`src/rtl/voice_slot_allocator_top_macros.svh`:
```
// Assertion macros used by the voice slot allocator top level.
`ifndef VOICE_SLOT_ALLOCATOR_TOP_MACROS_SVH
`define VOICE_SLOT_ALLOCATOR_TOP_MACROS_SVH

`ifndef SYNTH
// Same-cycle implication, disabled during reset.
`define VSA_ASSERT_NOW(label, clk, rst_n, ante, cons) \
  label: assert property (@(posedge clk) disable iff (!rst_n) (ante) |-> (cons)) \
    else $error("voice slot allocator check failed");
// Next-cycle implication, disabled during reset.
`define VSA_ASSERT_NEXT(label, clk, rst_n, ante, cons) \
  label: assert property (@(posedge clk) disable iff (!rst_n) (ante) |=> (cons)) \
    else $error("voice slot allocator check failed");
`else
`define VSA_ASSERT_NOW(label, clk, rst_n, ante, cons)
`define VSA_ASSERT_NEXT(label, clk, rst_n, ante, cons)
`endif

`endif

```
`src/rtl/vsa_pkg.sv`:
```
// Package with the types, constants and helpers of the voice slot allocator.
package vsa_pkg;

  localparam int VOICES      = 32;
  localparam int BUFFER_BITS = 16;
  localparam int SLOT_W      = (VOICES > 1) ? $clog2(VOICES) : 1;
  localparam int BUF_W       = (BUFFER_BITS < 16) ? BUFFER_BITS : 16;
  localparam int MASK_W      = (VOICES < 32) ? VOICES : 32;

  // Item kinds.
  localparam logic [1:0] KIND_PLAY  = 2'd0;
  localparam logic [1:0] KIND_PAUSE = 2'd1;
  localparam logic [1:0] KIND_STOP  = 2'd2;
  localparam logic [1:0] KIND_TICK  = 2'd3;

  // Result actions.
  localparam logic [2:0] ACT_MISS   = 3'd0;
  localparam logic [2:0] ACT_CLAIM  = 3'd1;
  localparam logic [2:0] ACT_REPLAY = 3'd2;
  localparam logic [2:0] ACT_PAUSE  = 3'd3;
  localparam logic [2:0] ACT_STOP   = 3'd4;
  localparam logic [2:0] ACT_SWEEP  = 3'd5;

  // Outcome of the slot pick.
  localparam logic [1:0] MODE_MISS       = 2'd0;
  localparam logic [1:0] MODE_HIT        = 2'd1;
  localparam logic [1:0] MODE_CLAIM_RSV  = 2'd2;
  localparam logic [1:0] MODE_CLAIM_FREE = 2'd3;

  // Configuration register indexes.
  localparam logic REG_SWEEP_INTERVAL = 1'b0;
  localparam logic REG_IDLE_TIMEOUT   = 1'b1;

  typedef struct packed {
    logic [1:0]         kind;
    logic [15:0]        buffer_id;
    logic               loop_flag;
    logic               reserved_flag;
    logic signed [15:0] pos_x;
    logic signed [15:0] pos_y;
    logic signed [15:0] pos_z;
  } vsa_in_t;

  typedef struct packed {
    logic [2:0]         action;
    logic [4:0]         slot;
    logic               slot_loop;
    logic signed [15:0] out_x;
    logic signed [15:0] out_y;
    logic signed [15:0] out_z;
    logic [31:0]        released_mask;
  } vsa_out_t;

  // Command broadcast to every cell.
  typedef struct packed {
    logic [BUF_W-1:0] buf_id;
    logic             loop_flag;
    logic             reserved_flag;
    logic [31:0]      now;
    logic [31:0]      limit;
  } vsa_cmd_t;

  // Write-back controls for the cells.
  typedef struct packed {
    logic en;
    logic refresh;
    logic claim;
    logic set_rsv;
    logic detach;
    logic sweep;
  } vsa_wr_t;

  // Status that one cell reports.
  typedef struct packed {
    logic hit;
    logic attached;
    logic reserved;
    logic looping;
    logic stale;
  } vsa_cell_st_t;

  // Index of the set bit of a one-hot vector.
  function automatic logic [SLOT_W-1:0] onehot_index(input logic [VOICES-1:0] oh);
    logic [SLOT_W-1:0] idx;
    idx = '0;
    for (int i = 0; i < VOICES; i++) begin
      if (oh[i]) begin
        idx = idx | SLOT_W'(i);
      end
    end
    return idx;
  endfunction

endpackage

```
`src/rtl/vsa_cell.sv`:
```
// One voice slot cell: holds the slot state and matches it against a command.
module vsa_cell (
  input  logic                  clk,
  input  logic                  rst_n,
  input  logic                  rsv_init,
  input  vsa_pkg::vsa_cmd_t     cmd,
  input  vsa_pkg::vsa_wr_t      wr,
  input  logic                  sel,
  output vsa_pkg::vsa_cell_st_t st
);
  import vsa_pkg::*;

  logic             attached_r, attached_nxt;
  logic             reserved_r, reserved_nxt;
  logic             looping_r, looping_nxt;
  logic [BUF_W-1:0] buffer_r, buffer_nxt;
  logic [31:0]      last_use_r, last_use_nxt;

  // Status seen by the pick logic.
  assign st.hit      = attached_r && (buffer_r == cmd.buf_id);
  assign st.attached = attached_r;
  assign st.reserved = reserved_r;
  assign st.looping  = looping_r;
  assign st.stale    = !reserved_r && (cmd.limit > last_use_r);

  // Next slot state for the write-back cycle.
  always_comb begin
    attached_nxt = attached_r;
    reserved_nxt = reserved_r;
    looping_nxt  = looping_r;
    buffer_nxt   = buffer_r;
    last_use_nxt = last_use_r;
    if (wr.en) begin
      if (sel && wr.refresh) begin
        last_use_nxt = cmd.now;
      end
      if (sel && wr.claim) begin
        attached_nxt = 1'b1;
        looping_nxt  = cmd.loop_flag;
        buffer_nxt   = cmd.buf_id;
        last_use_nxt = cmd.now;
        if (wr.set_rsv) begin
          reserved_nxt = cmd.reserved_flag;
        end
      end
      if (sel && wr.detach && !reserved_r) begin
        attached_nxt = 1'b0;
      end
      if (wr.sweep && st.stale) begin
        attached_nxt = 1'b0;
      end
    end
  end

  // Flags are control state; buffer, loop and time are payload.
  always_ff @(posedge clk) begin
    if (!rst_n) begin
      attached_r <= 1'b0;
      reserved_r <= rsv_init;
    end else begin
      attached_r <= attached_nxt;
      reserved_r <= reserved_nxt;
    end
  end

  always_ff @(posedge clk) begin
    looping_r  <= looping_nxt;
    buffer_r   <= buffer_nxt;
    last_use_r <= last_use_nxt;
  end

endmodule

```
`src/rtl/vsa_pick.sv`:
```
// Slot pick: chooses the candidate row and isolates its lowest slot.
module vsa_pick (
  input  logic [1:0]                  kind,
  input  logic                        buf_zero,
  input  logic [vsa_pkg::VOICES-1:0]  hit,
  input  logic [vsa_pkg::VOICES-1:0]  resv,
  input  logic [vsa_pkg::VOICES-1:0]  free,
  output logic [vsa_pkg::VOICES-1:0]  onehot,
  output logic [1:0]                  mode
);
  import vsa_pkg::*;

  logic [VOICES-1:0] cand;

  // Candidate row: match; play also reserved (buffer 0), then free.
  always_comb begin
    cand = '0;
    mode = MODE_MISS;
    unique case (kind)
      KIND_PLAY: begin
        if (|hit) begin
          cand = hit;
          mode = MODE_HIT;
        end else if (buf_zero && (|resv)) begin
          cand = resv;
          mode = MODE_CLAIM_RSV;
        end else if (|free) begin
          cand = free;
          mode = MODE_CLAIM_FREE;
        end
      end
      KIND_PAUSE, KIND_STOP: begin
        if (|hit) begin
          cand = hit;
          mode = MODE_HIT;
        end
      end
      default: begin
        cand = '0;
        mode = MODE_MISS;
      end
    endcase
  end

  // Lowest set bit through a two's complement isolate.
  assign onehot = cand & (~cand + VOICES'(1));

endmodule

```
`src/rtl/voice_slot_allocator_top.sv`:
```
// Voice slot allocator top level: command sequencer, row of slot cells, result word.
// Acceptance starts match, pick and write-back in turn; out_valid is registered from write-back.
// A new word is accepted only when idle, so one command is in flight at a time.
// busy is high from the accepting edge until the result cycle begins.
// Reset clears all slots except slot 0, which comes up reserved; registers return
// to interval 2 and timeout 2. The receiver cannot stall the result.
`include "voice_slot_allocator_top_macros.svh"
module voice_slot_allocator_top (
  input  logic             clk,
  input  logic             rst_n,
  input  logic             start,
  output logic             busy,
  input  vsa_pkg::vsa_in_t in_data,
  output logic             out_valid,
  output vsa_pkg::vsa_out_t out_data,
  input  logic             cfg_we,
  input  logic             cfg_index,
  input  logic [7:0]       cfg_data
);
  import vsa_pkg::*;

  localparam logic [1:0] ST_IDLE  = 2'd0;
  localparam logic [1:0] ST_EVAL  = 2'd1;
  localparam logic [1:0] ST_PICK  = 2'd2;
  localparam logic [1:0] ST_APPLY = 2'd3;

  logic [1:0]        state_r, state_nxt;
  vsa_in_t           cmd_r;
  logic [31:0]       limit_r;
  logic [31:0]       seconds_r;
  logic [7:0]        tick_r;
  logic [7:0]        sweep_interval_r;
  logic [7:0]        idle_timeout_r;
  logic [VOICES-1:0] hit_r, resv_r, free_r, stale_r, att_r;
  logic [VOICES-1:0] sel_r;
  logic [1:0]        mode_r;
  logic              out_valid_r;
  vsa_out_t          out_r, out_nxt;

  vsa_cmd_t          cell_cmd;
  vsa_wr_t           wr;
  vsa_cell_st_t      cell_st [VOICES];
  logic [VOICES-1:0] hit_v, resv_v, att_v, loop_v, stale_v;
  logic [VOICES-1:0] pick_oh;
  logic [1:0]        pick_mode;
  logic              accept;
  logic [7:0]        tick_inc;
  logic              sweep_now;
  logic [SLOT_W-1:0] sel_idx;
  logic [VOICES-1:0] stop_rel;
  logic [VOICES-1:0] sweep_rel;

  assign accept    = start && !busy;
  assign busy      = (state_r != ST_IDLE);
  assign out_valid = out_valid_r;
  assign out_data  = out_r;
  assign tick_inc  = tick_r + 8'd1;
  assign sweep_now = (tick_inc == sweep_interval_r);
  assign sel_idx   = onehot_index(sel_r);
  assign stop_rel  = sel_r & ~resv_r;
  assign sweep_rel = stale_r & att_r;

  // Sequencer: match, pick, write-back.
  always_comb begin
    state_nxt = state_r;
    unique case (state_r)
      ST_IDLE:  if (accept) state_nxt = ST_EVAL;
      ST_EVAL:  state_nxt = ST_PICK;
      ST_PICK:  state_nxt = ST_APPLY;
      ST_APPLY: state_nxt = ST_IDLE;
      default:  state_nxt = ST_IDLE;
    endcase
  end

  always_ff @(posedge clk) begin
    if (!rst_n) begin
      state_r          <= ST_IDLE;
      seconds_r        <= '0;
      tick_r           <= '0;
      sweep_interval_r <= 8'd2;
      idle_timeout_r   <= 8'd2;
      out_valid_r      <= 1'b0;
    end else begin
      state_r     <= state_nxt;
      out_valid_r <= (state_r == ST_APPLY);
      if (cfg_we) begin
        unique case (cfg_index)
          REG_SWEEP_INTERVAL: sweep_interval_r <= cfg_data;
          REG_IDLE_TIMEOUT:   idle_timeout_r   <= cfg_data;
          default:            sweep_interval_r <= sweep_interval_r;
        endcase
      end
      if ((state_r == ST_APPLY) && (cmd_r.kind == KIND_TICK)) begin
        seconds_r <= seconds_r + 32'd1;
        tick_r    <= sweep_now ? 8'd0 : tick_inc;
      end
    end
  end

  // Command word and the sweep limit for the coming second.
  always_ff @(posedge clk) begin
    if (accept) begin
      cmd_r   <= in_data;
      limit_r <= seconds_r + 32'd1 - {24'd0, idle_timeout_r};
    end
  end

  // Broadcast to the row of cells.
  assign cell_cmd.buf_id        = cmd_r.buffer_id[BUF_W-1:0];
  assign cell_cmd.loop_flag     = cmd_r.loop_flag;
  assign cell_cmd.reserved_flag = cmd_r.reserved_flag;
  assign cell_cmd.now           = seconds_r;
  assign cell_cmd.limit         = limit_r;

  // Write-back controls from the kind and the pick outcome.
  always_comb begin
    wr         = '0;
    wr.en      = (state_r == ST_APPLY);
    case (cmd_r.kind)
      KIND_PLAY: begin
        wr.refresh = (mode_r == MODE_HIT);
        wr.claim   = (mode_r == MODE_CLAIM_RSV) || (mode_r == MODE_CLAIM_FREE);
        wr.set_rsv = (mode_r == MODE_CLAIM_FREE);
      end
      KIND_PAUSE: wr.refresh = (mode_r == MODE_HIT);
      KIND_STOP:  wr.detach  = (mode_r == MODE_HIT);
      default:    wr.sweep   = sweep_now;
    endcase
  end

  // Row of slot cells.
  for (genvar i = 0; i < VOICES; i++) begin : g_cell
    vsa_cell u_cell (
      .clk      (clk),
      .rst_n    (rst_n),
      .rsv_init (i == 0),
      .cmd      (cell_cmd),
      .wr       (wr),
      .sel      (sel_r[i]),
      .st       (cell_st[i])
    );
    assign hit_v[i]   = cell_st[i].hit;
    assign resv_v[i]  = cell_st[i].reserved;
    assign att_v[i]   = cell_st[i].attached;
    assign loop_v[i]  = cell_st[i].looping;
    assign stale_v[i] = cell_st[i].stale;
  end

  // Capture cell status, then the picked slot.
  always_ff @(posedge clk) begin
    if (state_r == ST_EVAL) begin
      hit_r   <= hit_v;
      resv_r  <= resv_v;
      free_r  <= ~att_v;
      att_r   <= att_v;
      stale_r <= stale_v;
    end
    if (state_r == ST_PICK) begin
      sel_r  <= pick_oh;
      mode_r <= pick_mode;
    end
  end

  vsa_pick u_pick (
    .kind     (cmd_r.kind),
    .buf_zero (cmd_r.buffer_id[BUF_W-1:0] == '0),
    .hit      (hit_r),
    .resv     (resv_r),
    .free     (free_r),
    .onehot   (pick_oh),
    .mode     (pick_mode)
  );

  // Result word, built in the write-back cycle.
  always_comb begin
    out_nxt = '0;
    case (cmd_r.kind)
      KIND_PLAY: begin
        if (mode_r != MODE_MISS) begin
          out_nxt.slot  = 5'(sel_idx);
          out_nxt.out_x = cmd_r.pos_x;
          out_nxt.out_y = cmd_r.pos_y;
          out_nxt.out_z = cmd_r.pos_z;
          if (mode_r == MODE_HIT) begin
            out_nxt.action    = ACT_REPLAY;
            out_nxt.slot_loop = |(sel_r & loop_v);
          end else begin
            out_nxt.action    = ACT_CLAIM;
            out_nxt.slot_loop = cmd_r.loop_flag;
          end
        end
      end
      KIND_PAUSE: begin
        if (mode_r == MODE_HIT) begin
          out_nxt.action    = ACT_PAUSE;
          out_nxt.slot      = 5'(sel_idx);
          out_nxt.slot_loop = |(sel_r & loop_v);
        end
      end
      KIND_STOP: begin
        if (mode_r == MODE_HIT) begin
          out_nxt.action        = ACT_STOP;
          out_nxt.slot          = 5'(sel_idx);
          out_nxt.slot_loop     = |(sel_r & loop_v);
          out_nxt.released_mask = 32'(stop_rel[MASK_W-1:0]);
        end
      end
      default: begin
        if (sweep_now) begin
          out_nxt.action        = ACT_SWEEP;
          out_nxt.released_mask = 32'(sweep_rel[MASK_W-1:0]);
        end
      end
    endcase
  end

  always_ff @(posedge clk) begin
    if (state_r == ST_APPLY) begin
      out_r <= out_nxt;
    end
  end

  // The result strobe comes only once the sequencer is free again.
  `VSA_ASSERT_NOW(a_out_idle, clk, rst_n, out_valid, !busy)
  // The write-back cycle is always followed by the result strobe.
  `VSA_ASSERT_NEXT(a_apply_out, clk, rst_n, state_r == ST_APPLY, out_valid)
  // The picked slot is a single slot or none.
  `VSA_ASSERT_NOW(a_sel_onehot, clk, rst_n, state_r == ST_APPLY, $onehot0(sel_r))
  // Any pick other than a miss selects exactly one slot.
  `VSA_ASSERT_NOW(a_hit_sel, clk, rst_n, (state_r == ST_APPLY) && (mode_r != MODE_MISS),
    $onehot(sel_r))

endmodule
```
`config.mk`:
```
export PLATFORM = sky130hd
export DESIGN_NAME = voice_slot_allocator_top
export DESIGN_NICKNAME = d
export VERILOG_FILES = /design/src/rtl/vsa_pkg.sv /design/src/rtl/vsa_cell.sv /design/src/rtl/vsa_pick.sv /design/src/rtl/voice_slot_allocator_top.sv
export VERILOG_INCLUDE_DIRS = /design/src /design/src/rtl
export SDC_FILE = /design/constraint.sdc
export NUM_CORES = 2
export LEC_CHECK = 0
export ABC_AREA = 1
export BUFFER_PORTS_ARGS = -buffer_cell sky130_fd_sc_hd__buf_2
export CAP_MARGIN = 20
export CORE_MARGIN = 3
export CORE_UTILIZATION = 40
export CTS_CLUSTER_SIZE = 12
export DETAILED_ROUTE_END_ITERATION = 7
export PLACE_DENSITY = 0.62
export RECOVER_POWER = 25
export SLEW_MARGIN = 25
export SYNTH_ARGS = -nofsm -noshare
export SYNTH_HDL_FRONTEND = slang
export SYNTH_SLANG_ARGS = --single-unit
```
`constraint.sdc`:
```
create_clock -name clk -period 7.7 [get_ports clk]
set_input_delay 1.155 -clock clk [delete_from_list [all_inputs] [get_ports clk]]
set_output_delay 1.155 -clock clk [all_outputs]
set_load 0.01 [all_outputs]
```
==> impl.org <==
** Run status
- Status :: finished, violations left
- The final reports fail on max-capacitance violations, max-slew violations.

** Placed design
- Including well taps, the total number of placed cells is 12332.
- Total cell area at the placement stage :: ~0.11 mm²
- Number of buffers inserted by port buffering :: 171
- The wire-length estimate of the detail-placed layout is 200.2 mm.
- Final RePlAce weighted congestion :: 0.9454

** Floorplanning
- The region available for standard cell placement spans 0.2519 mm².
- Die extent in y :: 509.7 µm
- The floorplan step defined a die boundary enclosing 0.2598 mm².
- Measured along the x axis, the die boundary spans 509.7 µm.
- Std cell rows :: 184
- Starting density of the core :: 40.30%
- # IOs :: 172

** Clocking
- Clock tree from TritonCTS :: built
- Buffers inserted by post-CTS timing repair :: 0
- Root buffer selected by CTS :: sky130_fd_sc_hd__clkbuf_16
- Post-cts hold buffer count :: 0
- Clock-pin slew was measured on the worst setup and hold paths at 60 ps.
- CTS Sinks :: about 2100
- The H-tree was split into 4 levels.
- Buffers inserted during clock tree synthesis total 220.
- Worst-skew pair later-pin latency :: 910 ps
- No sink is reached through more buffers than the 3 on the longest clock path.
- Gates resized, CTS repair :: 0

** Critical path
- Most repeated library cell on the critical path :: sky130_fd_sc_hd__nand2_1
- For the worst setup path, the data required time is 8320 ps.
- For this run, the slowest stage of the critical path takes about 2300 ps.
- Walking the worst path, the cells encountered are clkbuf_1 -> inv_1 -> nor3_1 -> nand3_1 -> nor4_1 -> nand2_1 -> nand2_1 -> nand2_1 -> nor2_1 -> nand2_1 -> o21bai_1 -> nand2_1.
- R2R depth :: 12
- Worst-path fanout max :: 34
- Cell at the slowest stage of the critical path :: sky130_fd_sc_hd__clkbuf_1
- STA classifies the critical path startpoint as a flip-flop.
- The worst setup path is captured at a flip-flop.
- WP data arrival :: 6350 ps
- In this run the number of cells on the critical path is 12.
- Type of the worst setup path :: reg -> reg
- CP Buf/Inv Count :: 2
- Crit path max-delay family :: buffers and inverters

** Timing
- For this run, the top clock speed supported by timing is 0.1744 GHz.
- Setup total negative slack on the finished layout was measured at 0 ps.
- Slew at the pin closest to its max-slew limit :: 3538 ps
- The max-slew violation count was between 1000 and 1500.
- Final Hold Vio Count :: 0
- Setup repair after global routing left no endpoint under its margin.
- For the finished layout, the period the worst path requires is 5735 ps.
- Final number of setup-violating endpoints :: 0
- The clock arrives with slightly above 70 ps of skew.
- Max-Slew Margin vs Limit :: -135.9%
- Share of the cycle needed by the critical path after routing :: 74.49%

** Logic synthesis
- Yosys mapped the design onto 62 distinct sky130hd cell types.
- Synthesized cell area :: 0.1015 mm²
- Counting flops with a built-in enable in the synthesized netlist gives 1951.
- Mapped Nets :: 9957
- Post-Synthesis Mean Instance Area :: about 11 µm²
- Count of yosys warnings during synthesis :: 0
- Most frequently used flop master after synthesis :: sky130_fd_sc_hd__edfxtp_1
- For this run, asynchronously set or reset flops after synthesis account for 0%.
- Summing the sequential cell areas from Yosys gives between 60% and 70% of the chip area.
- Synth Instances :: about 8800
- After synthesis the netlist holds a flip-flop and latch count of 2074.

** Pwr
- Fraction of power consumed by sequential logic :: 47.3%
- Net switching power :: 8.566 mW
- Internal power comes to approximately 20 mW.
- Maximum resistive drop on vdd :: 0.0002581 V
- In this run, the clock network consumes 35.8% of the power.
- The share of total power dissipated in combinational logic is 16.8%.
- Power spread over the standard cell area amounts to 252.7 mW/mm².
- Net switching is 29.57% of the power.
- In this run the static leakage power is a little under 50 nW.

** Finish
- Fin nets :: 10339
- Final non-filler cell area :: 0.1146 mm²
- Final Instance Count excl. Fillers :: 12754
- Cells with a size suffix above 1 make up under 10% of the layout.
- Relative to the synthesized area, the layout overhead comes to 12.92%.

** Global routing
- Overall routing resource usage :: 23.80%
- Pin count of the biggest net entering global routing :: 79
- Most used routing layer in global routing :: met2
- For met3 alone, demand over resource in global routing was 3.484%.
- The number of antenna violations at the first check in global routing was 26.
- Number of global-route vias before repair :: 68494
- Global routing consumed, on the met1 layer, between 30% and 40% of the routing resources.
- Global route total overflow :: 0
- For this run, global-route usage on met2 was measured as 38.68%.
- The first global-routing pass estimated 452.3 mm of wire.

** Detailed routing
- Detailed-router iteration count before antenna repair :: 8
- DRT antenna net count :: 0
- DRC :: 0
- Count of vias placed by the detailed router :: 70673
- Using the TritonRoute via totals, the vias-per-cell ratio works out to between 5 and 6.
- Number of design-rule violations left by the first detailed-router iteration :: 7716
- In the final routed layout, each cell accounts on average for 24.74 µm.
- The final layout contains routed wiring with a total length of 315.6 mm.

** Worst hold path
- Cells on Worst Hold Path :: 1
- The worst hold path belongs to the class in -> reg.

** Job
- Across the run, the number of max-cap violations was 32.
==> sequential cells by signal (all words and copies together), names as in the netlist, 50 cells and up <==
name                      count
g_cell.u_cell.last_use_r   1024
g_cell.u_cell.buffer_r      512
out_data                     89
cmd_r                        50
==> worst paths after layout <==
check	slack, ps	start	end
worst min register to register	430	g_cell[30].u_cell.reserved_r	resv_r[30]
worst min-delay path	410	in_data[55]	cell_cmd[71]
worst max register to register	1960	seconds_r[16]	limit_r[30]
worst max-delay path	1960	seconds_r[16]	limit_r[30]
==> layout by cell type (no fill, tap or decap), types with 163 or more instances in the layout <==
cell type                   count
sky130_fd_sc_hd__edfxtp_1    1951
sky130_fd_sc_hd__inv_1       1481
sky130_fd_sc_hd__nand2_1     1069
sky130_fd_sc_hd__ha_1        1041
sky130_fd_sc_hd__a21oi_1      639
sky130_fd_sc_hd__nor2_1       417
sky130_fd_sc_hd__o21ai_0      360
sky130_fd_sc_hd__nand3_1      327
sky130_fd_sc_hd__clkbuf_16    222
sky130_fd_sc_hd__buf_2        163
==> layer usage <==
metal | part of all wire [%] | vias up | wire (µm)
met5 | 0.022 | - | 68
met2 | 46 | 3041 | 145800
met1 | 41 | 34878 | 128400
met3 | 7.6 | 696 | 24040
li1 | - | 32048 | -
met4 | 5.5 | 10 | 17270
==> cells by family after synthesis <==
group / after synthesis / synth area share [%]
muxes: 1 / 0.009862
adders and majority gates: 1045 / 12.89
AOI/OAI and AO/OA: 1492 / 8.698
xor gates and xnor gates: 197 / 1.730
DFF: 2074 / 60.15
and+or+nand+nor: 2339 / 10.23
buffers and inverters: 1683 / 6.294
==> synthesized netlist by cell type, drive strengths merged (9+ instances only) <==
master   count  share of area [%]
a31oi       10              0.062
o21a        34               0.25
nor4        91               0.56
ha        1044                 13
a211oi      31               0.23
o21bai      11              0.081
o22ai      114               0.70
o221ai      20               0.17
buf         54               0.27
nand4      140               0.87
nand3b      12              0.089
xor2       147                1.3
xnor2       50               0.43
nand2     1083                4.0
inv       1501                5.6
a2111oi     23               0.20
dfxtp      123                2.4
o41ai       24               0.21
edfxtp    1951                 58
a221oi     114               0.98
o31ai        9              0.067
nand3      330                1.6
o21ai      366                1.8
a21oi      640                3.2
or2         70               0.43
o211ai      43               0.32
nor2       484                1.9
a22o        29               0.25
nor3       114               0.59
clkbuf     121               0.45
==> power by group through the flow <==
stage | clock, mW | sequential, mW | combinational (mW)
after floorplan | 0 | 14.0 | 2.71
after global placement | 0 | 13.9 | 4.68
after detailed placement | 0 | 13.9 | 4.83
after CTS | 10.5 | 13.7 | 4.86
after global routing | 11.0 | 13.8 | 5.36
final | 10.4 | 13.7 | 4.87
==> worst reg2reg max path: stages, from the launching register on <==
cell                       delay [ps]
sky130_fd_sc_hd__dfxtp_2          310
sky130_fd_sc_hd__clkbuf_1        2340
sky130_fd_sc_hd__inv_1            600
sky130_fd_sc_hd__nor3_1           510
sky130_fd_sc_hd__nand3_1          190
sky130_fd_sc_hd__nor4_1           610
sky130_fd_sc_hd__nand2_1          100
sky130_fd_sc_hd__nand2_1          300
sky130_fd_sc_hd__nand2_1          120
sky130_fd_sc_hd__nor2_1           110
sky130_fd_sc_hd__nand2_1           70
sky130_fd_sc_hd__o21bai_1         160
sky130_fd_sc_hd__nand2_1           70
==> layout make-up <==
| class | instances | area [µm²] |
|---|---|---|
| Clock buffer | 294 | 5948 |
| Sequential cell | 2074 | 61070 |
| Inverter | 1508 | 5665 |
| Multi-Input combinational cell | 5074 | 34480 |
| Timing Repair Buffer | 335 | 2167 |
| Clock inverter | 105 | 1055 |
| Antenna cell | 16 | 40.04 |
| Tap cell | 3348 | 4189 |
| Fill cell | 22720 | 137300 |
==> metrics by stage <==
| step | hold WS, ps | power, mW | setup slack, ps | util, % |
|---|---|---|---|---|
| 6_report | 412.9 | 28.96 | 1965 | 45.50 |
| 5_1_grt | 371.9 | 30.09 | 1670 | 45.49 |
| 4_1_cts | 348.7 | 29.07 | 3363 | 45.48 |
| 3_5_place_dp | 422.5 | 18.76 | 3368 | 42.70 |
| 3_3_place_gp | 412.0 | 18.60 | 3271 | 42.67 |
| 2_1_floorplan | 408.2 | 16.70 | 1987 | - |
No activity file was read; power rests on OpenSTA's default activity.
